--- config.mk ---
export PLATFORM = sky130hd
export DESIGN_NAME = bsce_ram
export DESIGN_NICKNAME = d
export VERILOG_FILES = /design/src/design/bsce_ram.sv
export SDC_FILE = /design/constraint.sdc
export NUM_CORES = 2
export LEC_CHECK = 0
export ABC_AREA = 1
export BUFFER_PORTS_ARGS = -buffer_cell sky130_fd_sc_hd__buf_2
export CAP_MARGIN = 0
export CORE_UTILIZATION = 30
export CTS_CLUSTER_DIAMETER = 30
export DETAILED_ROUTE_END_ITERATION = 10
export PLACE_DENSITY = 0.42
export SLEW_MARGIN = 10
export SYNTH_ARGS = -nofsm -noshare
export SYNTH_HDL_FRONTEND = slang
export SYNTH_SLANG_ARGS = --single-unit
--- constraint.sdc ---
create_clock -name i_clk -period 6.7 [get_ports i_clk]
set_clock_uncertainty 0.05 [all_clocks]
set_input_delay 0.335 -clock i_clk [delete_from_list [all_inputs] [get_ports i_clk]]
set_output_delay 0.335 -clock i_clk [all_outputs]
set_load 0.01 [all_outputs]
--- src/design/bsce_ram.sv ---
// ----------------------------------------------------------------------------
// Generic RAM
// One write port, one read port with registered read data.
// ----------------------------------------------------------------------------
`default_nettype none

module bsce_ram #(
    parameter int WIDTH = 32,
    parameter int DEPTH = 64,
    parameter int AW    = $clog2(DEPTH)
) (
    input  wire logic             i_clk,
    input  wire logic             i_we,
    input  wire logic [AW-1:0]    i_waddr,
    input  wire logic [WIDTH-1:0] i_wdata,
    input  wire logic [AW-1:0]    i_raddr,
    output logic      [WIDTH-1:0] o_rdata
);

    logic [WIDTH-1:0] r_mem [DEPTH];

    always_ff @(posedge i_clk) begin
        if (i_we) begin
            r_mem[i_waddr] <= i_wdata;
        end
        o_rdata <= r_mem[i_raddr];
    end

endmodule

`default_nettype wire

==> flow_summary.json <==
{
  "rsz0062_at_grt": "false",
  "relSlewSlack": 0.173,
  "holdPathEnd": "r_mem[61][5]",
  "fin_ws_ns": 3.59,
  "worstSetupEndpointType": "register",
  "final_cell_mix": "nand2_1, edfxtp_1, nand3_1",
  "hold_path.class": "input pin to register",
  "drv_slew": 0,
  "nets": 7125,
  "die_h_um": 527,
  "synth.area.mux_share": 0,
  "pre_cts_slack_ns": 3.03,
  "post-dp-hpwl_um": 138000,
  "cts_buffers": 485,
  "clock-root-buffer": "clkbuf_16",
  "synth_compound_area_frac": 0,
  "synthAdderAreaFrac": 0,
  "drive_above_1_share": 0.138,
  "fillCellCount": 26200,
  "worstPathRequired_ns": 7.51,
  "vias": 54300,
  "reg2reg_to": "o_rdata[5]",
  "critical_path_class": "input pin to register",
  "p_leak_nw": 37.1,
  "utilization": 0.379,
  "start_kind": "input pin",
  "io_buffers": 77,
  "maxCapViolCount": 0,
  "synth_cell_types": 16,
  "fp.coreArea_sq_um": 274000,
  "syn_area_sq_um": 82700,
  "ys_seq_area_frac": 0.751,
  "regArea_sq_um": 62100,
  "die_area_sq_um": 278000,
  "path_clk_slew_ns": 0.04,
  "period_needed_ns": 3.11,
  "clock_path_buffers": 4,
  "dieWidth_um": 527,
  "grt_remaining_overflow": 0,
  "ant_nets": 0,
  "yosys_warnings": 0,
  "h-tree-depth": 5,
  "multi_input_comb_area_sq_um": 18800,
  "syn_inst": 6769,
  "synth_nets": 6815,
  "wire_per_inst_um": 24.8,
  "ff2ff_path_depth": 8,
  "hold_viol_final": 0,
  "cp_max_fo": 182,
  "drtIter0Drc": 4350,
  "status": "complete, no violations",
  "min_from": "i_wdata[5]",
  "grt_util_all_layers": 0.194,
  "worstPathArrival_ns": 3.92,
  "wl_um": 274000,
  "dr.pass1.iters": 5,
  "synth_xor_area_frac": 0,
  "synth_seq_cells": 2080,
  "min_period_over_period": 0.464,
  "timing.rr.start": "r_mem[19][5]",
  "vdd_drop_max_mv": 0.298,
  "clk_latency_ns": 0.99,
  "final-setup-viol-count": 0,
  "cts_tree": "done",
  "ioPinCount": 78,
  "layout_commonest_cell": "nand2_1",
  "power_density_nw_per_um2": 379,
  "rows": 192,
  "syn-mean-instance-area_sq_um": 12.2,
  "antenna_found_initial": 11,
  "grt_start_max_net_pins": 183,
  "whs_ns": 0.0543,
  "place.gp.congestion": 0.749,
  "post_cts_resized": 0,
  "synth_simple_gate_area_frac": 0.221,
  "grt_pass1_vias": 54500,
  "worst_pin_slew_ns": 1.24,
  "drc": 0,
  "start_util": 0.302,
  "min_path_cells": 2,
  "grt_pass1_wl_um": 395000,
  "rrSetupSlack_ns": 4.94,
  "synthToLayoutAreaGrowth_pct": 25.6,
  "finalSetupTns_ns": 0,
  "max_freq_ghz": 0.321,
  "synth_top_family_by_area": "simple AND/OR/NAND/NOR gates",
  "viasPerCell": 4.90,
  "cts.sinks": 2080
}
==> synthesized netlist by cell type <==
cell         n  area, sq um
buf_8        2         30.0
buf_1       40          150
edfxtp_1  2048        61500
nand2_1   2248         8440
nor4_1       8         50.1
dfxtp_1     32          641
inv_1        9         33.8
inv_4        1         6.26
nor2_1      56          210
inv_2        2         7.51
clkbuf_1    77          289
buf_4       45          338
nand3_1   1907         9540
nand4_1      9         56.3
buf_2      282         1410
buf_6        3         33.8
==> logic make-up (layout without fill, tap and decap cells) <==
logic type    after synthesis  count (layout)
flops                    2080            2080
buf+inv                   461            1174
other cells                 0               6
simple gates             4228            4228
==> metal layers <==
layer	track usage	wire length, um
met4	0.0551	5510
met3	0.0303	12700
met1	0.259	122000
met5	0	0
met2	0.326	134000
==> sequential cells by signal, summed over array words and instances, names as in the netlist <==
signal,count
o_rdata,32
r_mem,2048
==> how the worst max path moves through the flow <==
| stage | startpoint | endpoint | slack (ns) | depth (start not counted) |
|---|---|---|---|---|
| after floorplan | i_we | r_mem[48][0] | 2.19 | 3 |
| after global routing | i_raddr[0] | o_rdata[30] | 3.42 | 12 |
| after detailed placement | i_raddr[1] | o_rdata[5] | 3.03 | 10 |
| final | i_raddr[0] | o_rdata[5] | 3.59 | 12 |
| after global placement | i_raddr[1] | o_rdata[5] | 3.03 | 10 |
| after CTS | i_raddr[0] | o_rdata[5] | 3.54 | 12 |
==> area by class of cell <==
type                    count  share of cell area
clock inverters           294              0.0316
multi-input cells        4228               0.181
well taps                3589              0.0432
repair buffers            272              0.0213
diodes                      6            0.000144
clock buffers             596               0.124
flip-flops and latches   2080               0.598
inverters                  12            0.000855
==> stage by stage <==
stage                     total power [mW]  area (sq um)  instances
final                                 39.4        104000      11100
after global routing                  40.5        104000      11100
after global placement                16.5         87400      10100
after floorplan                       15.6         82700       6769
after CTS                             39.8        104000      11100
after detailed placement              16.5         87400      10100
==> power breakdown <==
group / total [mW] / switching [mW] / internal [mW]
Sequential: 14.5 / 0.0654 / 14.5
Combinational: 1.69 / 1.29 / 0.393
Clock: 23.2 / 7.11 / 16.1
==> timing repair <==
| item | in CTS | in global routing |
|---|---|---|
| buffers inserted | 0 | 0 |
| endpoints found under the hold margin | 795 | 0 |
| setup endpoints to repair | 0 | 0 |
| hold buffers | 32 | 0 |
==> critical path, cell delays in order <==
cell           delay, ns
dlygate4sd3_1       0.56
buf_8               0.18
inv_16              0.51
buf_4               0.93
nand2_1             0.11
nand3_1             0.11
nand3_1             0.09
nand3_1             0.13
nand3_1             0.20
nand2_1             0.14
nand2_1             0.28
nand2_1             0.15
No activity file was read; power rests on OpenSTA's default activity.
