## config.mk

```make
export PLATFORM = sky130hd
export DESIGN_NAME = bsce_eval
export DESIGN_NICKNAME = d
export VERILOG_FILES = /design/src/design/bsce_pkg.sv /design/src/design/bsce_eval.sv
export SDC_FILE = /design/constraint.sdc
export NUM_CORES = 2
export LEC_CHECK = 0
export ABC_AREA = 0
export BUFFER_PORTS_ARGS = -buffer_cell sky130_fd_sc_hd__buf_2
export CORE_AREA = 3 3 268 270
export CTS_BUF_LIST = sky130_fd_sc_hd__clkbuf_16
export CTS_CLUSTER_SIZE = 16
export DETAILED_ROUTE_END_ITERATION = 8
export DIE_AREA = 0 0 271 273
export HOLD_SLACK_MARGIN = 0.05
export PLACE_DENSITY = 0.92
export SYNTH_ARGS = -nofsm -noshare
export SYNTH_HDL_FRONTEND = slang
export SYNTH_SLANG_ARGS = --single-unit
```

## constraint.sdc

```tcl
create_clock -name i_clk -period 13.1 [get_ports i_clk]
set_input_delay 3.275 -clock i_clk [delete_from_list [all_inputs] [get_ports i_clk]]
set_output_delay 3.275 -clock i_clk [all_outputs]
set_load 0.1 [all_outputs]
```

## src/design/bsce_pkg.sv

```systemverilog
// ----------------------------------------------------------------------------
// B-spline evaluator package
// Shared constants, function codes and divider request/response types.
// ----------------------------------------------------------------------------
`default_nettype none

package bsce_pkg;

    localparam int MAX_POINTS_DEF = 64;
    localparam int MAX_DEGREE_DEF = 5;

    localparam logic [15:0] ONE_Q15 = 16'h8000;

    localparam logic [1:0] FUNC_POINT = 2'd0;
    localparam logic [1:0] FUNC_KNOT  = 2'd1;
    localparam logic [1:0] FUNC_EVAL  = 2'd2;

    localparam logic REG_DEGREE = 1'b0;
    localparam logic REG_COUNT  = 1'b1;

    localparam logic [2:0] DEGREE_RST = 3'd3;
    localparam logic [6:0] COUNT_RST  = 7'd4;

    typedef struct packed {
        logic               start;
        logic signed [32:0] num;
        logic signed [16:0] den;
    } t_div_req;

    typedef struct packed {
        logic               busy;
        logic               done;
        logic signed [32:0] quo;
    } t_div_rsp;

endpackage

`default_nettype wire

```

## src/design/bsce_eval.sv

```systemverilog
// ----------------------------------------------------------------------------
// B-spline query sequencer
// Walks the Cox-de Boor triangle per basis index with one shared multiplier
// and the serial divider, then accumulates basis times control point.
// ----------------------------------------------------------------------------
`default_nettype none

module bsce_eval #(
    parameter int MAX_POINTS = bsce_pkg::MAX_POINTS_DEF,
    parameter int MAX_DEGREE = bsce_pkg::MAX_DEGREE_DEF,
    parameter int KAW        = 7,
    parameter int CAW        = 6
) (
    input  wire logic               i_clk,
    input  wire logic               i_rst_n,
    input  wire logic               i_start,
    input  wire logic [15:0]        i_param,
    input  wire logic [2:0]         i_degree,
    input  wire logic [6:0]         i_count,
    input  wire logic               i_out_free,
    output logic      [KAW-1:0]     o_kaddr,
    input  wire logic [15:0]        i_kdata,
    output logic      [CAW-1:0]     o_caddr,
    input  wire logic [31:0]        i_cdata,
    output bsce_pkg::t_div_req      o_div,
    input  wire bsce_pkg::t_div_rsp i_div,
    output logic                    o_idle,
    output logic                    o_done,
    output logic      [31:0]        o_value,
    output logic                    o_sat
);

    localparam int L  = MAX_DEGREE + 1;
    localparam int IW = $clog2(MAX_POINTS + 1);
    localparam int SW = 50 + IW + 1;
    localparam int RW = $clog2(L + 1);

    localparam logic [4:0] S_IDLE  = 5'd0;
    localparam logic [4:0] S_LAST  = 5'd1;
    localparam logic [4:0] S_LASTC = 5'd2;
    localparam logic [4:0] S_ZA    = 5'd3;
    localparam logic [4:0] S_ZB    = 5'd4;
    localparam logic [4:0] S_ZC    = 5'd5;
    localparam logic [4:0] S_ROT   = 5'd6;
    localparam logic [4:0] S_RA    = 5'd7;
    localparam logic [4:0] S_RB    = 5'd8;
    localparam logic [4:0] S_RC    = 5'd9;
    localparam logic [4:0] S_RD    = 5'd10;
    localparam logic [4:0] S_RE    = 5'd11;
    localparam logic [4:0] S_ML    = 5'd12;
    localparam logic [4:0] S_DLS   = 5'd13;
    localparam logic [4:0] S_DLW   = 5'd14;
    localparam logic [4:0] S_MR    = 5'd15;
    localparam logic [4:0] S_DRS   = 5'd16;
    localparam logic [4:0] S_DRW   = 5'd17;
    localparam logic [4:0] S_SUM   = 5'd18;
    localparam logic [4:0] S_CA    = 5'd19;
    localparam logic [4:0] S_CB    = 5'd20;
    localparam logic [4:0] S_CC    = 5'd21;
    localparam logic [4:0] S_OUT   = 5'd22;

    logic [4:0]           r_state;
    logic [15:0]          r_t;
    logic [2:0]           r_deg;
    logic [IW-1:0]        r_cnt;
    logic [IW-1:0]        r_i;
    logic [2:0]           r_j;
    logic [2:0]           r_q;
    logic [RW-1:0]        r_rot;
    logic [15:0]          r_last;
    logic [15:0]          r_ka;
    logic [15:0]          r_kq;
    logic [15:0]          r_k1;
    logic [15:0]          r_kq1;
    logic [15:0]          r_ring [L];
    logic signed [49:0]   r_prod;
    logic signed [33:0]   r_acc;
    logic signed [SW-1:0] r_sum;

    logic [2:0]           deg_c;
    logic [IW-1:0]        cnt_c;
    logic [31:0]          ij;
    logic [31:0]          n_w;
    logic [31:0]          ka_w;
    logic signed [17:0]   mul_a;
    logic signed [31:0]   mul_b;
    logic signed [49:0]   prod;
    logic                 on;
    logic [15:0]          clamp;
    logic signed [16:0]   ld;
    logic signed [16:0]   rd;
    logic signed [SW-1:0] rnd;
    logic signed [SW-1:0] qv;

    assign deg_c = (32'(i_degree) > MAX_DEGREE) ? 3'(MAX_DEGREE) : i_degree;
    assign cnt_c = (32'(i_count) > MAX_POINTS) ? IW'(MAX_POINTS) : IW'(i_count);
    assign ij    = 32'(r_i) + 32'(r_j);
    assign n_w   = 32'(r_cnt) - 32'd1;

    always_comb begin
        unique case (r_state)
            S_LAST:  ka_w = n_w + 32'(r_deg) + 32'd1;
            S_ZA:    ka_w = ij;
            S_ZB:    ka_w = ij + 32'd1;
            S_RA:    ka_w = ij;
            S_RB:    ka_w = ij + 32'(r_q);
            S_RC:    ka_w = ij + 32'd1;
            S_RD:    ka_w = ij + 32'(r_q) + 32'd1;
            default: ka_w = '0;
        endcase
    end
    assign o_kaddr = ka_w[KAW-1:0];
    assign o_caddr = CAW'(r_i);

    always_comb begin
        unique case (r_state)
            S_ML: begin
                mul_a = $signed({2'b00, r_t}) - $signed({2'b00, r_ka});
                mul_b = $signed({16'h0000, r_ring[0]});
            end
            S_MR: begin
                mul_a = $signed({2'b00, r_kq1}) - $signed({2'b00, r_t});
                mul_b = $signed({16'h0000, r_ring[1]});
            end
            default: begin
                mul_a = $signed({2'b00, r_ring[0]});
                mul_b = $signed(i_cdata);
            end
        endcase
    end
    assign prod = mul_a * mul_b;

    assign on = ((r_t >= r_ka) && (r_t < i_kdata)) || ((ij == n_w) && (r_t == r_last));
    assign ld = $signed({1'b0, r_kq}) - $signed({1'b0, r_ka});
    assign rd = $signed({1'b0, r_kq1}) - $signed({1'b0, r_k1});

    always_comb begin
        if (r_acc[33]) begin
            clamp = '0;
        end else if (r_acc > 34'sd32768) begin
            clamp = bsce_pkg::ONE_Q15;
        end else begin
            clamp = r_acc[15:0];
        end
    end

    always_comb begin
        o_div.start = 1'b0;
        o_div.num   = r_prod[32:0];
        o_div.den   = ld;
        if (r_state == S_DLS) begin
            o_div.start = (ld != 17'sd0);
        end else if (r_state == S_DRS) begin
            o_div.start = (rd != 17'sd0);
            o_div.den   = rd;
        end
    end

    always_ff @(posedge i_clk) begin
        if (!i_rst_n) begin
            r_state <= S_IDLE;
            r_i     <= '0;
            r_j     <= '0;
            r_q     <= '0;
            r_rot   <= '0;
            for (int k = 0; k < L; k++) begin
                r_ring[k] <= '0;
            end
        end else begin
            unique case (r_state)
                S_IDLE: begin
                    if (i_start) begin
                        r_t   <= i_param;
                        r_deg <= deg_c;
                        r_cnt <= cnt_c;
                        r_i   <= '0;
                        r_j   <= '0;
                        r_q   <= '0;
                        r_sum <= '0;
                        r_state <= (cnt_c == '0) ? S_OUT : S_LAST;
                    end
                end
                S_LAST:  r_state <= S_LASTC;
                S_LASTC: begin
                    r_last  <= i_kdata;
                    r_state <= S_ZA;
                end
                S_ZA: r_state <= S_ZB;
                S_ZB: begin
                    r_ka    <= i_kdata;
                    r_state <= S_ZC;
                end
                S_ZC: begin
                    for (int k = 0; k < L - 1; k++) begin
                        r_ring[k] <= r_ring[k+1];
                    end
                    r_ring[L-1] <= on ? bsce_pkg::ONE_Q15 : 16'h0000;
                    if (r_j == r_deg) begin
                        r_rot   <= RW'(L - 1 - 32'(r_deg));
                        r_state <= S_ROT;
                    end else begin
                        r_j     <= r_j + 3'd1;
                        r_state <= S_ZA;
                    end
                end
                S_ROT: begin
                    if (r_rot == '0) begin
                        r_j <= '0;
                        if (r_q == r_deg) begin
                            r_state <= S_CA;
                        end else begin
                            r_q     <= r_q + 3'd1;
                            r_state <= S_RA;
                        end
                    end else begin
                        for (int k = 0; k < L - 1; k++) begin
                            r_ring[k] <= r_ring[k+1];
                        end
                        r_ring[L-1] <= r_ring[0];
                        r_rot <= r_rot - RW'(1);
                    end
                end
                S_RA: r_state <= S_RB;
                S_RB: begin
                    r_ka    <= i_kdata;
                    r_state <= S_RC;
                end
                S_RC: begin
                    r_kq    <= i_kdata;
                    r_state <= S_RD;
                end
                S_RD: begin
                    r_k1    <= i_kdata;
                    r_state <= S_RE;
                end
                S_RE: begin
                    r_kq1   <= i_kdata;
                    r_state <= S_ML;
                end
                S_ML: begin
                    r_prod  <= prod;
                    r_acc   <= '0;
                    r_state <= S_DLS;
                end
                S_DLS: r_state <= (ld != 17'sd0) ? S_DLW : S_MR;
                S_DLW: begin
                    if (i_div.done) begin
                        r_acc   <= r_acc + 34'(i_div.quo);
                        r_state <= S_MR;
                    end
                end
                S_MR: begin
                    r_prod  <= prod;
                    r_state <= S_DRS;
                end
                S_DRS: r_state <= (rd != 17'sd0) ? S_DRW : S_SUM;
                S_DRW: begin
                    if (i_div.done) begin
                        r_acc   <= r_acc + 34'(i_div.quo);
                        r_state <= S_SUM;
                    end
                end
                S_SUM: begin
                    for (int k = 0; k < L - 1; k++) begin
                        r_ring[k] <= r_ring[k+1];
                    end
                    r_ring[L-1] <= clamp;
                    if (r_j == r_deg - r_q) begin
                        r_rot   <= RW'(L - 1 - 32'(r_deg) + 32'(r_q));
                        r_state <= S_ROT;
                    end else begin
                        r_j     <= r_j + 3'd1;
                        r_state <= S_RA;
                    end
                end
                S_CA: r_state <= S_CB;
                S_CB: begin
                    r_prod  <= prod;
                    r_state <= S_CC;
                end
                S_CC: begin
                    r_sum <= r_sum + SW'(r_prod);
                    r_j   <= '0;
                    r_q   <= '0;
                    if (32'(r_i) + 32'd1 == 32'(r_cnt)) begin
                        r_state <= S_OUT;
                    end else begin
                        r_i     <= r_i + IW'(1);
                        r_state <= S_ZA;
                    end
                end
                S_OUT: begin
                    if (i_out_free) begin
                        r_state <= S_IDLE;
                    end
                end
                default: r_state <= S_IDLE;
            endcase
        end
    end

    // round half up, then clip to 32 bits
    assign rnd    = r_sum + SW'(16384);
    assign qv     = rnd >>> 15;
    assign o_sat  = !((&qv[SW-1:31]) || !(|qv[SW-1:31]));
    assign o_value = o_sat ? (qv[SW-1] ? 32'h8000_0000 : 32'h7fff_ffff) : qv[31:0];
    assign o_done = (r_state == S_OUT) && i_out_free;
    assign o_idle = (r_state == S_IDLE);

    assert property (@(posedge i_clk) disable iff (!i_rst_n)
        i_start |-> (r_state == S_IDLE))
        else $error("query request while busy");
    assert property (@(posedge i_clk) disable iff (!i_rst_n)
        o_div.start |-> (!i_div.busy && o_div.den != 17'sd0))
        else $error("bad divider request");
    assert property (@(posedge i_clk) disable iff (!i_rst_n)
        (r_state == S_SUM) |=> (r_ring[L-1] <= bsce_pkg::ONE_Q15))
        else $error("basis value out of range");
    assert property (@(posedge i_clk) disable iff (!i_rst_n)
        (r_state == S_DLW || r_state == S_DRW) |-> i_div.busy || i_div.done)
        else $error("waiting on idle divider");

endmodule

`default_nettype wire

```

==> impl_metrics.py <==
metrics = {
    "cells_and_area": {
        "drive_gt1_share_pct": 7.347,
        "final_common_cell": "inv_1",
        "seqCellArea_sq_mm": 0.01075,
        "layout_common_cells": "845 x inv_1, 565 x fa_1, 551 x nand2_1, 344 x edfxtp_1, 308 x ha_1",
        "synthToLayoutAreaGrowth_pct": 6.645,
        "final_nets": 5963,
        "fillers": 4901,
        "multiInputGateArea_sq_mm": 0.03033,
        "final_cell_count_no_fill": 5959,
    },
    "floorplanning": {
        "num_io_pins": 212,
        "initial_core_util_pct": 64.65,
        "die_x_microns": 271,
        "fp-row-count": 97,
        "die_h_microns": 273,
        "die_area_sq_mm": 0.07398,
        "core_area_sq_mm": 0.06979,
    },
    "drt": {
        "via_per_inst": 6.173,
        "drt_iter0_drc": 3905,
        "routed_wl_mm": 124.1,
        "drtAntennaViolNets": 0,
        "vias": 36783,
        "detail_route.first_pass.iterations": 8,
        "drc_errors": 0,
        "wl_per_cell_microns": 20.82,
    },
    "clock_tree": {
        "clock_sinks": 365,
        "clock_latency_ns": 0.60,
        "post_cts_resized": 0,
        "cts_hold_buf": 0,
        "cts_tree": "yes",
        "cts_root_buf": "clkbuf_16",
        "clk_pin_slew_ns": 0.06,
        "post_cts.repair.setup_buffers": 0,
        "h-tree-depth": 2,
        "cts_buffers": 42,
        "cts_buffer_depth": 3,
    },
    "min_path": {
        "worstHoldPathType": "reg2reg",
        "worst_hold_path.num_cells": 2,
    },
    "synthesis": {
        "async_reset_ff_share_pct": 0,
        "synth_edf_count": 344,
        "ys_top_cells_by_area": "fa_1 25%, edfxtp_1 23%, ha_1 8.5%",
        "ys_ff_latch": 365,
        "syn-instance-count": 4899,
        "syn_area_sq_mm": 0.04512,
        "ys_seq_area_share_pct": 23.83,
        "synth_top_cell_area_share_pct": 25.07,
        "synthFlopType": "edfxtp_1",
        "avgSynthCellArea_sq_um": 9.209,
        "synth_warnings": 0,
        "ys_types": 90,
        "synth_largest_area_cell": "fa_1",
    },
    "critical_path": {
        "rrSetupSlack_ns": 2.04,
        "slowest_delay_ns": 1.08,
        "crit_family": "compound AO/OA/AOI/OAI gates",
        "cp_common_cell": "fa_1",
        "critical_path_depth": 33,
        "path_buf_inv": 5,
        "critPathKind": "reg2reg",
        "reg2reg_from": "r_t[2]",
        "worstSetupStartpoint": "r_t[2]",
        "crit_path_end": "r_prod[48]",
        "critical_path_required_ns": 13.41,
        "arrival_ns": 11.37,
        "critPathLaunchType": "flop",
        "path_max_fanout": 31,
        "rr_endpoint": "r_prod[48]",
        "slowest_stage": "o41ai_4",
        "end_kind": "flop",
        "r2r_cells": 33,
    },
    "grt": {
        "grt_pass1_wl_mm": 197.7,
        "grt_overflow": 0,
        "antenna_found_initial": 21,
        "grt_max_degree": 81,
        "first_global_vias": 38334,
        "grt_usage_pct": 33.55,
    },
    "timing": {
        "setup_tns_ns": 0,
        "max_freq_mhz": 90.46,
        "setup_viol": 0,
        "tightestPinTransition_ns": 1.301,
        "finClkSkew_ns": 0.03397,
        "rsz0062_at_grt": "false",
        "hold_violations": 0,
        "period_share_pct": 84.39,
        "timing.slew.headroom_pct": 13.26,
        "report.final.slew_viol_count": 0,
        "period_needed_ns": 11.06,
    },
    "power": {
        "leakage_nw": 22.17,
        "power_density_mw_per_mm2": 181.1,
        "p_total_w": 0.008716,
        "irDropWorstVdd_mv": 0.2366,
    },
    "flow_run": {
        "maxCapViolations": 0,
    },
    "placement": {
        "portBuffers": 210,
        "placedCellCount": 5873,
        "dp_hpwl_mm": 95.54,
        "gp_congestion": 0.9639,
    },
    "status": {
        "outcome": "complete, no violations",
    },
}
[final cells by class]
| cell class | count | area share, % |
|---|---|---|
| diodes | 10 | 0.05201 |
| repair buffers | 243 | 2.699 |
| clock inverters | 33 | 0.6501 |
| flip-flops and latches | 365 | 22.34 |
| multi-input cells | 3486 | 63.03 |
| inverters | 839 | 6.545 |
| clock buffers | 43 | 2.236 |
| well taps | 940 | 2.444 |
[worst min-delay path, stage by stage, from the launching register on]
cell and delay (ns):
dfxtp_1 0.31, nor2_1 0.10, a211oi_1 0.05
[Yosys cell counts, types with 13 or more instances]
cell type  count
or3_1         23
a21boi_0      18
and3_1        58
edfxtp_1     344
a31oi_1       25
clkbuf_1     171
ha_1         308
o211ai_1      20
nand2_1      552
fa_1         565
inv_1        838
o21ai_0      207
a22oi_1       13
xor2_1       115
a22o_1        16
nor2b_1       52
nor2_1       283
a221o_1       15
o21bai_1      25
nor3_1        68
nand3_1       76
nand4_1       47
o21a_1        44
dfxtp_1       21
or2_2         14
mux2i_1       17
a211oi_1      22
and2_1       175
a221oi_1      15
xnor2_1      138
a21o_1        99
buf_4         40
a21oi_1      227
nor4_1        29
nand2b_1      35
[how the worst min path moves through the flow]
| stage | startpoint | to | slack, ns |
|---|---|---|---|
| after floorplan | r_rot[1] | r_rot[1] | 0.48 |
| after global placement | r_rot[1] | r_rot[1] | 0.49 |
| after detailed placement | r_ring[5][4] | r_ring[4][4] | 0.50 |
| after CTS | r_rot[1] | r_rot[1] | 0.51 |
| after global routing | r_ring[5][12] | r_ring[4][12] | 0.53 |
| final | r_rot[1] | r_rot[1] | 0.51 |
[flip-flops by register name, summed over array words and instances, names as in the netlist]
register	count
r_kq1	16
r_state	5
r_rot	3
r_t	16
r_k1	16
r_i	7
r_ring	96
r_j	3
r_acc	34
r_q	3
r_ka	16
r_sum	58
r_prod	50
r_last	16
r_deg	3
r_cnt	7
r_kq	16
[metrics by stage]
step / hold slack (ns) / utilization [%] / area (sq um) / setup WS (ns)
final: 0.5074 / 68.95 / 48110 / 2.045
after global routing: 0.5348 / 68.93 / 48100 / 1.621
after floorplan: 0.4781 / - / 45170 / 3.339
after CTS: 0.5132 / 68.91 / 48090 / 2.248
after global placement: 0.4904 / 66.92 / 46700 / 2.013
after detailed placement: 0.5041 / 66.92 / 46700 / 1.936
[cell families after synthesis]
logic type               synth area share (%)
AND/OR/NAND/NOR                         15.66
buffers and inverters                   9.285
adder cells (fa/ha/maj)                 33.61
AO/OA/AOI/OAI                           12.24
flip-flops                              23.83
XOR/XNOR                                4.911
multiplexers                           0.4520
other                                 0.01665
[where the power goes]
group          switching (W)  total, W  internal [W]
Combinational        0.00350   0.00587       0.00237
Clock               0.000525   0.00121      0.000682
Sequential         0.0000524   0.00164       0.00159
Total                0.00408   0.00872       0.00463
[metal layers]
metal / wire length (microns) / GRT usage [%] / vias to the layer above
met4: 7687 / 17.52 / 24
li1: - / - / 16247
met5: 153 / 0 / -
met2: 57040 / 54.64 / 2345
met1: 44150 / 40.54 / 17557
met3: 15040 / 9.930 / 610
Note: power is estimated with default switching activity, not from simulation.
