**src/design/bsce_pkg.sv**
```systemverilog
// ----------------------------------------------------------------------------
// B-spline evaluator package
// Shared constants, function codes and divider request/response types.
// ----------------------------------------------------------------------------
`default_nettype none

package bsce_pkg;

    localparam int MAX_POINTS_DEF = 64;
    localparam int MAX_DEGREE_DEF = 5;

    localparam logic [15:0] ONE_Q15 = 16'h8000;

    localparam logic [1:0] FUNC_POINT = 2'd0;
    localparam logic [1:0] FUNC_KNOT  = 2'd1;
    localparam logic [1:0] FUNC_EVAL  = 2'd2;

    localparam logic REG_DEGREE = 1'b0;
    localparam logic REG_COUNT  = 1'b1;

    localparam logic [2:0] DEGREE_RST = 3'd3;
    localparam logic [6:0] COUNT_RST  = 7'd4;

    typedef struct packed {
        logic               start;
        logic signed [32:0] num;
        logic signed [16:0] den;
    } t_div_req;

    typedef struct packed {
        logic               busy;
        logic               done;
        logic signed [32:0] quo;
    } t_div_rsp;

endpackage

`default_nettype wire

```
**src/design/bsce_div.sv**
```systemverilog
// ----------------------------------------------------------------------------
// Bit-serial divider
// Signed division truncating toward zero, one quotient bit per cycle.
// ----------------------------------------------------------------------------
`default_nettype none

module bsce_div (
    input  wire logic              i_clk,
    input  wire logic              i_rst_n,
    input  wire bsce_pkg::t_div_req i_req,
    output bsce_pkg::t_div_rsp     o_rsp
);

    logic        r_busy;
    logic        r_done;
    logic        r_neg;
    logic [4:0]  r_cnt;
    logic [16:0] r_rem;
    logic [31:0] r_qn;
    logic [15:0] r_dmag;

    logic [32:0] nmag;
    logic [16:0] dmag;
    logic [16:0] sh;
    logic        fit;

    assign nmag = i_req.num[32] ? 33'(-i_req.num) : 33'(i_req.num);
    assign dmag = i_req.den[16] ? 17'(-i_req.den) : 17'(i_req.den);
    assign sh   = {r_rem[15:0], r_qn[31]};
    assign fit  = sh >= {1'b0, r_dmag};

    always_ff @(posedge i_clk) begin
        if (!i_rst_n) begin
            r_busy <= 1'b0;
            r_done <= 1'b0;
            r_cnt  <= '0;
        end else begin
            r_done <= 1'b0;
            if (i_req.start && !r_busy) begin
                r_busy <= 1'b1;
                r_cnt  <= '0;
                r_rem  <= '0;
                r_qn   <= nmag[31:0];
                r_dmag <= dmag[15:0];
                r_neg  <= i_req.num[32] ^ i_req.den[16];
            end else if (r_busy) begin
                r_rem <= fit ? 17'(sh - {1'b0, r_dmag}) : sh;
                r_qn  <= {r_qn[30:0], fit};
                r_cnt <= r_cnt + 5'd1;
                if (r_cnt == 5'd31) begin
                    r_busy <= 1'b0;
                    r_done <= 1'b1;
                end
            end
        end
    end

    assign o_rsp.busy = r_busy;
    assign o_rsp.done = r_done;
    assign o_rsp.quo  = r_neg ? -$signed({1'b0, r_qn}) : $signed({1'b0, r_qn});

    assert property (@(posedge i_clk) disable iff (!i_rst_n)
        r_done |-> !r_busy)
        else $error("divider done while busy");
    assert property (@(posedge i_clk) disable iff (!i_rst_n)
        (r_busy && r_cnt == 5'd31) |=> r_done)
        else $error("divider missed done");
    assert property (@(posedge i_clk) disable iff (!i_rst_n)
        (i_req.start && !r_busy) |=> (r_busy && r_cnt == 5'd0))
        else $error("divider failed to start");

endmodule

`default_nettype wire

```
**config.mk**
```make
export PLATFORM = sky130hd
export DESIGN_NAME = bsce_div
export DESIGN_NICKNAME = d
export VERILOG_FILES = /design/src/design/bsce_pkg.sv /design/src/design/bsce_div.sv
export SDC_FILE = /design/constraint.sdc
export NUM_CORES = 1
export LEC_CHECK = 0
export BUFFER_PORTS_ARGS = -buffer_cell sky130_fd_sc_hd__buf_4
export CORE_UTILIZATION = 31
export DETAILED_ROUTE_END_ITERATION = 16
export GPL_TIMING_DRIVEN = 1
export PLACE_DENSITY = 0.58
export SETUP_SLACK_MARGIN = 0.5
export SKIP_CTS_REPAIR_TIMING = 1
export SYNTH_ARGS = -nofsm -noshare
export SYNTH_HDL_FRONTEND = slang
export SYNTH_SLANG_ARGS = --single-unit
```
**constraint.sdc**
```tcl
create_clock -name i_clk -period 4.4 [get_ports i_clk]
set_input_delay 1.32 -clock i_clk [delete_from_list [all_inputs] [get_ports i_clk]]
set_output_delay 1.32 -clock i_clk [all_outputs]
set_load 0.01 [all_outputs]
```
==> results of run 1 <==
how the worst max path moves through the flow:
stage	start	end	slack, ns
2_1_floorplan	r_qn[12]$_DFFE_PP_	o_rsp[24]	0.88
3_3_place_gp	r_qn[12]$_DFFE_PP_	o_rsp[24]	0.64
3_5_place_dp	r_qn[11]$_DFFE_PP_	o_rsp[24]	0.56
4_1_cts	r_qn[11]$_DFFE_PP_	o_rsp[24]	0.18
5_1_grt	r_qn[12]$_DFFE_PP_	o_rsp[28]	0.23
6_report	r_qn[12]$_DFFE_PP_	o_rsp[28]	0.35
kinds of logic after synthesis:
kind of cell             Yosys count
buffers and inverters             56
XOR/XNOR                          82
AND/OR/NAND/NOR                  203
multiplexers                      11
adder cells (fa/ha/maj)           22
AO/OA/AOI/OAI                    144
flip-flops                        72
layout by cell type (no fill, tap or decap), types with 9 or more instances in the layout:
cell and instances:
edfxtp_1 65, o41ai_1 12, ha_1 21, nand2_1 77, o31ai_1 19, nor2_1 27, mux2i_1 10, inv_1 26
xnor2_1 49, a21oi_1 13, xor2_1 33, nor3_1 12, buf_4 107, nor2b_1 9, nand2b_1 9, o21ai_0 61
nand3_1 13, clkbuf_16 9
metal layers:
metal	GRT usage (%)	vias up	wire, um
li1	-	2334	-
met1	19.49	2129	6264
met2	23.55	130	5887
met3	2.608	18	692
met4	6.679	0	277
met5	0	-	0
final cells by class:
type / instances / area, um^2 / area share (%)
flip-flops and latches: 72 / 2092 / 31.17
inverters: 26 / 97.59 / 1.454
clock inverters: 5 / 28.78 / 0.4288
clock buffers: 11 / 242.7 / 3.617
repair buffers: 108 / 814.5 / 12.14
well taps: 225 / 281.5 / 4.195
multi-input cells: 462 / 3154 / 47.00
critical path: cells and delay by family (launching register included):
family	cells	cell delay, ns
flip-flops	1	0.42
AO/OA/AOI/OAI	1	0.26
AND/OR/NAND/NOR	4	1.40
XOR/XNOR	1	0.16
buffers and inverters	1	0.15
metrics by stage:
step / hold WS (ns) / total power (uW) / utilization, % / setup WS (ns) / instances
floorplan: 0.5385 / 1313 / - / 0.8821 / 590
global placement: 0.5592 / 1523 / 36.70 / 0.6391 / 879
detailed placement: 0.5671 / 1538 / 36.70 / 0.5579 / 879
CTS: 0.5757 / 2228 / 38.28 / 0.1845 / 895
global route: 0.5842 / 2343 / 39.07 / 0.2299 / 909
finish: 0.5798 / 2217 / 39.07 / 0.3462 / 909
sequential cells by signal, summed over array words and instances, names as in the netlist:
name	cells
r_qn	32
r_dmag	16
r_rem	16
r_cnt	5
r_busy	1
r_done	1
r_neg	1
report_power, final:
| group | switching, uW | leakage [uW] | internal [uW] | total [uW] |
|---|---|---|---|---|
| combinational | 356 | 0.00181 | 303 | 658 |
| clock | 280 | 0.000140 | 396 | 676 |
| sequential | 51.5 | 0.000678 | 831 | 883 |
| total | 687 | 0.00262 | 1530 | 2220 |
==> summary.md, run 1 <==
| Metric | Value |
|---|---|
| Status | `finished clean` |
| Post-synthesis async set-or-reset flop share | `0%` |
| Clock Latency Late Sink | `0.34 ns` |
| Post-synthesis sequential area ratio | `just under 40%` |
| Largest net degree at the start of global routing | `slightly above 50` |
| Mux cell area share after synthesis | `2.050%` |
| Clock slew at reported path FFs | `approximately 0.06 ns` |
| Synth area leader | `edfxtp_1` |
| Critical hold path startpoint | `r_cnt[0]$_SDFFE_PP0P_` |
| Worst-margin pin slew | `1.153 ns` |
| WHS Endpoint | `r_cnt[0]$_SDFFE_PP0P_` |
| GRT Util Overall | `between 10 and 15%` |
| Area fraction in compound gates after synthesis | `around 18%` |
| RR Endpoint | `r_rem[1]$_SDFFCE_PP0P_` |
| Nets@finish | `754` |
| Synth area leaders | `edfxtp_1, xnor2_1, o21ai_0` |
| Die X-Extent | `~130 um` |
| Die ar. | `0.01805 mm^2` |
| Worst Skew | `~0.007 ns` |
| Final Instance Area | `0.006711 mm^2` |
| Row count | `48` |
| CTS H-tree depth | `3` |
| Vias | `4611` |
| Drt via density | `5.073` |
| Synth Area in Adders | `5.206%` |
| Setup TNS | `0 ns` |
| Synthesized instance count | `590` |
| Net count of the mapped netlist | `665` |
| Ports | `88` |
| Diode count | `0` |
| Top-count cell post-synth | `nand2_1` |
| Worst Reg2Reg Path Length in Cells | `9` |
| CP Max Fanout | `6` |
| First-pass DRT Iterations | `4` |
| Core ar. | `0.01718 mm^2` |
| Leakage | `between 0.002 and 0.003 uW` |
| Final period utilization | `slightly above 90%` |
| Top cell type's share of synthesized area | `35.94%` |
| R2R Path Start | `r_dmag[1]$_DFFE_PP_` |
| Distinct cells, synth | `between 50 and 60` |
| Syn-to-layout area delta | `23.57%` |
| Synth top cells by count | `nand2_1, edfxtp_1, o21ai_0` |
| Final Slew Violations | `0` |
| RSZ-0062 raised after global routing | `yes` |
| Vias in the first global route | `between 4000 and 5000` |
| CP Class | `reg -> out` |
| Worst Path Arrival | `2.73 ns` |
| Detail Placement HPWL | `9.921 mm` |
| Final WL | `13.12 mm` |
| Post-route ant nets | `0` |
| Cell Area, Placed | `0.006304 mm^2` |
| Slowest-stage cell, CP | `or4_4` |
| VDD IR max | `0.0002191 V` |
| Worst-path cell chain | `or4_4 -> nor4_4 -> nand4_2 -> or3_4 -> o31ai_4 -> xnor2_1 -> buf_4` |
| Final setup vio count | `0` |
| Syn Std Cell Area | `0.005431 mm^2` |
| Share of layout cells above drive strength 1 | `a little over a fifth` |
| Xor/xnor share of the synthesized area | `between 10% and 20%` |
| Worst path max stage delay | `0.59 ns` |
| Sink Count | `72` |
| TritonCTS clock tree | `done` |
| Slew margin rel. | `23.16%` |
| Post-Syn Area per Cell | `slightly above 9 um^2` |
| CP endpoint kind | `primary output` |
| Worst Path Required | `3.08 ns` |
| Hold path cells | `2` |
| Initial antenna violation count | `0` |
| FILL cells | `between 1500 and 2000` |
| Drt wl/cell | `14.44 um` |
| Post-synthesis simple-gate area fraction | `between 10% and 20%` |
| First-pass GRT wire length | `20.88 mm` |
| Longest Clk Path Bufs | `2` |
| Chip Height | `134.4 um` |
| # port buffers | `87` |
| Flop2flop setup slack | `1.56 ns` |
| Critical Path Start Type | `flop` |
| Initial DRC count | `216` |
| Final hold violations | `0` |
| FMAX | `0.2467 GHz` |
| Total CTS buffers | `9` |
| EDFF count, synth | `65` |
| Root Buffer | `clkbuf_16` |
| Hold crit path type | `reg -> reg` |
| Synth warn | `0` |
| Grt ovf | `0` |
| Largest family of logic cells by synthesized area | `simple AND/OR/NAND/NOR gates` |
| Minimum clock period after layout | `between 4 and 5 ns` |
| Routability congestion estimate | `0.8268` |
| Power per cell area | `330.3 mW/mm^2` |
| DRC Markers | `0` |
| Primary FF master, synth | `edfxtp_1` |
| Initial Util | `31.62%` |
| Synthesized flop and latch total | `72` |
| Max capacitance violation total | `0` |
Note: power is estimated with default switching activity, not from simulation.
==> run 2, diff against run 1 <==
Settings changed: CAP_MARGIN set to 20, SETUP_SLACK_MARGIN 0.5 to 0.15.
==> run 2 against run 1 <==
Core utilization decreased by 0.85 points. Sequential share of layout area increased by 0.69 points. Total power decreased by 1.4%. Via count decreased by 0.39%. Maximum frequency decreased by 0.90%. Routed wire length increased by 0.17%. Register-to-register slack got worse by 0.31 ns. Clock skew decreased by 0.0027 ns. First-iteration DRC count increased by 55%. Die area unchanged. Flip-flop and latch count unchanged. Sequential power about the same. Critical path type unchanged. Largest power group unchanged.
==> summary.md, run 2 (synthesized netlist as in run 1, its figures left out) <==
| Metric | Value |
|---|---|
| Chip Height | `134.4 um (unchanged)` |
| Drt wl/cell | `14.70 um (+1.8%)` |
| Worst Skew | `0.004435 ns (-0.002712 ns)` |
| Register area | `0.002092 mm^2 (unchanged)` |
| Hold path cells | `2 (unchanged)` |
| Core ar. | `0.01718 mm^2 (unchanged)` |
| Syn-to-layout area delta | `20.89%` |
| Slew margin rel. | `33.91% (+11 points)` |
| CP endpoint kind | `primary output` |
| Dpl ws | `0.5541 ns (-0.003764 ns)` |
| Status | `finished clean` |
| Int Pwr | `1501 uW (-1.9%)` |
| RSZ-0062 raised after global routing | `no` |
| Comb pwr share | `29.5% (-0.2 points)` |
| Total CTS buffers | `9 (unchanged)` |
| Sw Ratio | `31.36% (+0.37 points)` |
| Detail Placement HPWL | `10.11 mm (+1.9%)` |
| Final Util | `38.23% (-0.85 points)` |
| Setup ws final | `0.3093 ns (-0.03681 ns)` |
| Post-route ant nets | `0 (unchanged)` |
| Power per cell area | `333.0 mW/mm^2 (+0.81%)` |
| Finished Layout Cells | `894 (-1.7%)` |
| Vias | `4593 (-0.39%)` |
| First-pass GRT wire length | `21.38 mm (+2.4%)` |
| Critical hold path startpoint | `r_qn[19]$_DFFE_PP_` |
| Grt ovf | `0 (unchanged)` |
| Final setup vio count | `0 (unchanged)` |
| Drt via density | `5.138 (+1.3%)` |
| Worst Reg2Reg Path Length in Cells | `9 (unchanged)` |
| Initial antenna violation count | `0 (unchanged)` |
| Minimum clock period after layout | `4.091 ns (+0.03681 ns)` |
| VDD IR max | `0.0002299 V (+5.0%)` |
| Initial DRC count | `335 (+55%)` |
| Final Slew Violations | `0 (unchanged)` |
| Worst-path cell chain | `or4_4 -> nor4_4 -> nand4_2 -> or3_4 -> o31ai_2 -> xnor2_1 -> buf_4` |
| Longest Clk Path Bufs | `2 (unchanged)` |
| Most frequent cells in the layout | `buf_4, nand2_1, edfxtp_1` |
| Clock slew at reported path FFs | `0.06 ns (about the same)` |
| Diode count | `0 (unchanged)` |
| Ports | `88 (unchanged)` |
| Largest register FFs | `32 (unchanged)` |
| GR Util met2 | `23.60% (+0.058 points)` |
| Die ar. | `0.01805 mm^2 (unchanged)` |
| Vias in the first global route | `4344 (+1.4%)` |
| Placed cells | `878 (-0.11%)` |
| RR Endpoint | `r_rem[1]$_SDFFCE_PP0P_` |
| FILL cells | `1754 (-1.0%)` |
| Multi-input logic area | `0.003132 mm^2 (-0.71%)` |
| Root Buffer | `clkbuf_16` |
| Worst path max stage delay | `0.58 ns (about the same)` |
| Die X-Extent | `134.4 um (unchanged)` |
| Worst Path Arrival | `2.77 ns (+0.04 ns)` |
| Row count | `48 (unchanged)` |
| Setup TNS | `0 ns (unchanged)` |
| Critical Path Start Type | `flop` |
| Final WL | `13.14 mm (+0.17%)` |
| WHS Endpoint | `r_qn[20]$_DFFE_PP_` |
| Final period utilization | `92.97% (+0.84 points)` |
| Final hold violations | `0 (unchanged)` |
| First-pass DRT Iterations | `5 (+1)` |
| Largest registers | `r_qn (32), r_dmag (16), r_rem (16)` |
| Seq pwr share | `40.5% (+0.7 points)` |
| CTS H-tree depth | `3 (unchanged)` |
| TritonCTS clock tree | `done` |
| Worst-margin pin slew | `0.9913 ns (-0.1613 ns)` |
| Share of layout cells above drive strength 1 | `18.54% (-2.4 points)` |
| Most common cell after layout, fill and taps aside | `buf_4` |
| Worst hold margin | `0.6071 ns (+0.02728 ns)` |
| Critical Path Source | `r_qn[11]$_DFFE_PP_` |
| Hold crit path type | `reg -> reg` |
| Routability congestion estimate | `0.8970 (+8.5%)` |
| Flop2flop setup slack | `1.25 ns (-0.31 ns)` |
| DRC Markers | `0 (unchanged)` |
| Largest net degree at the start of global routing | `50 (-2.0%)` |
| Sink Count | `72 (unchanged)` |
| Worst Path Required | `3.08 ns (about the same)` |
| FMAX | `0.2445 GHz (-0.90%)` |
| Clk network pwr share | `30.0% (-0.5 points)` |
| CP Class | `reg -> out` |
| Leakage | `0.002527 uW (-3.7%)` |
| Met1 Use GR | `20.14% (+0.65 points)` |
| GRT busiest layer | `met2` |
| GRT Util Overall | `14.84% (+0.069 points)` |
| Nets@finish | `739 (-2.0%)` |
| # port buffers | `87 (unchanged)` |
| Clock Latency Late Sink | `0.33 ns (about the same)` |
| Routing usage on met3 | `2.910% (+0.30 points)` |
| Slowest-stage cell, CP | `or4_4` |
| Max capacitance violation total | `0 (unchanged)` |
| Initial Util | `31.62% (unchanged)` |
| R2R Path Start | `r_dmag[1]$_DFFE_PP_` |
| Sw Pwr | `685.6 uW (-0.21%)` |
| CP Max Fanout | `6 (unchanged)` |
| Most flop-heavy register | `r_qn` |
-- run 2: area by class of cell --
type	instances	area share [%]
well taps	225	4.287
clock buffers	10	3.487
inverters	26	1.486
flip-flops and latches	72	31.86
multi-input cells	462	47.69
repair buffers	93	10.63
clock inverters	6	0.5526
-- run 2: routing by layer --
metal	routed length [um]	up-vias
met3	706	21
met5	0	-
li1	-	2307
met4	182	0
met2	5887	129
met1	6368	2136
-- run 2: worst max-delay path by stage --
stage	endpoint	slack, ns	cells after the start
after floorplan	r_qn[0]$_DFFE_PP_	0.41	2
after global placement	o_rsp[24]	0.63	7
after detailed placement	o_rsp[26]	0.55	7
after CTS	o_rsp[28]	0.19	7
after global routing	o_rsp[26]	0.20	7
final	o_rsp[28]	0.31	7
-- run 2: power by group through the flow --
stage / clock, uW / combinational, uW / sequential [uW]
detailed placement: 0 / 641 / 898
floorplan: 0 / 432 / 881
finish: 657 / 645 / 885
CTS: 676 / 644 / 884
global route: 704 / 713 / 892
global placement: 0 / 627 / 895
-- run 2: worst max-delay path, delay by kind of cell, from the launching register on --
family                    cells  cell delay (ns)
buffers and inverters         1             0.16
and+or+nand+nor               4             1.44
xor gates and xnor gates      1             0.18
AOI/OAI and AO/OA             1             0.23
DFF                           1             0.44
-- run 2: per-stage QoR --
stage	area (um^2)	power [uW]
floorplan	5431	1313
global placement	6296	1522
detailed placement	6296	1539
CTS	6561	2204
global route	6566	2309
finish	6566	2186
==> run 3, diff against run 2 <==
Settings changed: RECOVER_POWER set to 100.
==> run 3 against run 2 <==
The flow now finishes with violations (capacitance limit, slew limit). First-iteration DRC count down 8.4%. Register-to-register slack worse by 0.55 ns. Worst setup slack worse by 0.11 ns. Global-route usage unchanged. Hold slack better by 0.0011 ns. Total power down 1.3%. Maximum frequency down 2.6%. Critical path type unchanged. Core utilization down 1.0 points.
==> summary.md, run 3 (synthesized netlist as in run 1, its figures left out) <==
| Metric | Value |
|---|---|
| Status | `complete, but fails checks` |
| Violated checks | `capacitance limit, slew limit` |
| GRT busiest layer | `met2` |
| CP Max Fanout | `6 (unchanged)` |
| Final setup vio count | `0 (unchanged)` |
| Final WL | `13.17 mm (+0.19%)` |
| CTS H-tree depth | `3 (unchanged)` |
| Share of layout cells above drive strength 1 | `11.96% (-6.6 points)` |
| Largest register FFs | `32 (unchanged)` |
| Chip Height | `134.4 um (unchanged)` |
| Post-route ant nets | `0 (unchanged)` |
| Grt ovf | `0 (unchanged)` |
| Power per cell area | `337.7 mW/mm^2 (+1.4%)` |
| RSZ-0062 raised after global routing | `no` |
| Die X-Extent | `134.4 um (unchanged)` |
| VDD IR max | `0.0002303 V (+0.17%)` |
| Syn-to-layout area delta | `17.62%` |
| Worst Path Arrival | `2.88 ns (+0.11 ns)` |
| Die ar. | `0.01805 mm^2 (unchanged)` |
| Minimum clock period after layout | `4.198 ns (+0.1073 ns)` |
| Worst Reg2Reg Path Length in Cells | `8 (-1)` |
| Largest net degree at the start of global routing | `50 (unchanged)` |
| Final Instance Area | `0.006389 mm^2 (-2.7%)` |
| Drt wl/cell | `14.73 um (+0.19%)` |
| Slew margin rel. | `-8.235% (-42 points)` |
| CP Class | `reg -> out` |
| Final Util | `37.19% (-1.0 points)` |
| DRC Markers | `0 (unchanged)` |
| Root Buffer | `clkbuf_16` |
| Core ar. | `0.01718 mm^2 (unchanged)` |
| Drt via density | `5.133 (about the same)` |
| Setup TNS | `0 ns (unchanged)` |
| Total CTS buffers | `9 (unchanged)` |
| Setup ws final | `0.2021 ns (-0.1073 ns)` |
| # port buffers | `87 (unchanged)` |
| Vias | `4589 (-0.087%)` |
| Clock slew at reported path FFs | `0.06 ns (about the same)` |
| CP endpoint kind | `primary output` |
| Final Slew Violations | `50 (+50)` |
| Diode count | `0 (unchanged)` |
| Most common cell after layout, fill and taps aside | `nand2_1` |
| FILL cells | `1805 (+2.9%)` |
| Longest Clk Path Bufs | `2 (unchanged)` |
| Routing usage on met3 | `2.910% (unchanged)` |
| Clock Latency Late Sink | `0.33 ns (about the same)` |
| First-pass GRT wire length | `21.38 mm (unchanged)` |
| Initial antenna violation count | `0 (unchanged)` |
| Critical Path Start Type | `flop` |
| Dpl ws | `0.5541 ns (unchanged)` |
| GR Util met2 | `23.60% (unchanged)` |
| Max capacitance violation total | `1 (+1)` |
| Flop2flop setup slack | `0.70 ns (-0.55 ns)` |
| Most flop-heavy register | `r_qn` |
| Power, Total | `2158 uW (-1.3%)` |
| GRT Util Overall | `14.84% (unchanged)` |
| Worst Path Required | `3.08 ns (about the same)` |
| Most frequent cells in the layout | `nand2_1, edfxtp_1, o21ai_0` |
| First-pass DRT Iterations | `5 (unchanged)` |
| Ports | `88 (unchanged)` |
| Nets@finish | `739 (unchanged)` |
| Sink Count | `72 (unchanged)` |
| Hold crit path type | `reg -> reg` |
| Cell Area, Placed | `0.006296 mm^2 (unchanged)` |
| TritonCTS clock tree | `done` |
| Final period utilization | `95.41% (+2.4 points)` |
| Initial Util | `31.62% (unchanged)` |
| Hold path cells | `2 (unchanged)` |
| Met1 Use GR | `20.14% (unchanged)` |
| Vias in the first global route | `4344 (unchanged)` |
| Leakage | `0.002367 uW (-6.3%)` |
| Largest registers | `r_qn (32), r_dmag (16), r_rem (16)` |
| Initial DRC count | `307 (-8.4%)` |
| Worst Skew | `0.004224 ns (-0.0002107 ns)` |
| Detail Placement HPWL | `10.11 mm (unchanged)` |
| Worst-margin pin slew | `1.624 ns (+0.6322 ns)` |
| Routability congestion estimate | `0.8970 (unchanged)` |
| Final hold violations | `0 (unchanged)` |
| FMAX | `0.2382 GHz (-2.6%)` |
| Row count | `48 (unchanged)` |
-- run 3: metrics by stage --
| stage | std cells | hold WS (ns) |
|---|---|---|
| finish | 894 | 0.6082 |
| CTS | 894 | 0.6074 |
| global route | 894 | 0.6542 |
| detailed placement | 878 | 0.5969 |
| floorplan | 590 | 0.5385 |
| global placement | 878 | 0.5594 |
-- run 3: layer usage --
metal | part of all wire [%] | wire [um]
met1 | 48 | 6353
met4 | 1.5 | 194
met5 | 0 | 0
met2 | 44 | 5852
met3 | 5.8 | 768
-- run 3: worst paths after layout --
kind,end,startpoint
setup / recovery,o_rsp[28],r_qn[11]$_DFFE_PP_
hold / removal,r_qn[20]$_DFFE_PP_,r_qn[19]$_DFFE_PP_
setup reg to reg,r_rem[2]$_SDFFCE_PP0P_,r_rem[4]$_SDFFCE_PP0P_
hold reg to reg,r_qn[20]$_DFFE_PP_,r_qn[19]$_DFFE_PP_
-- run 3: critical path, cell delays in order, from the launching register on --
cell and delay (ns):
edfxtp_1 0.44, or4_4 0.58, nor4_4 0.20, nand4_1 0.24, or3_4 0.45, o31ai_1 0.28, xnor2_1 0.18, buf_4 0.15
-- run 3: cell type report --
type                            count  area [um^2]  area share [%]
Multi-Input combinational cell    462         3093           48.41
Sequential cell                    72         2092           32.75
Timing Repair Buffer               93        559.3           8.754
Tap cell                          225        281.5           4.407
Clock buffer                       10        229.0           3.584
Inverter                           26        97.59           1.528
Clock inverter                      6        36.28          0.5680
-- run 3: power breakdown --
part / total (uW) / leakage (uW) / internal [uW] / switching [uW]
clock network: 658 / 0.000122 / 377 / 281
logic: 614 / 0.00157 / 264 / 350
registers: 885 / 0.000678 / 832 / 53.0
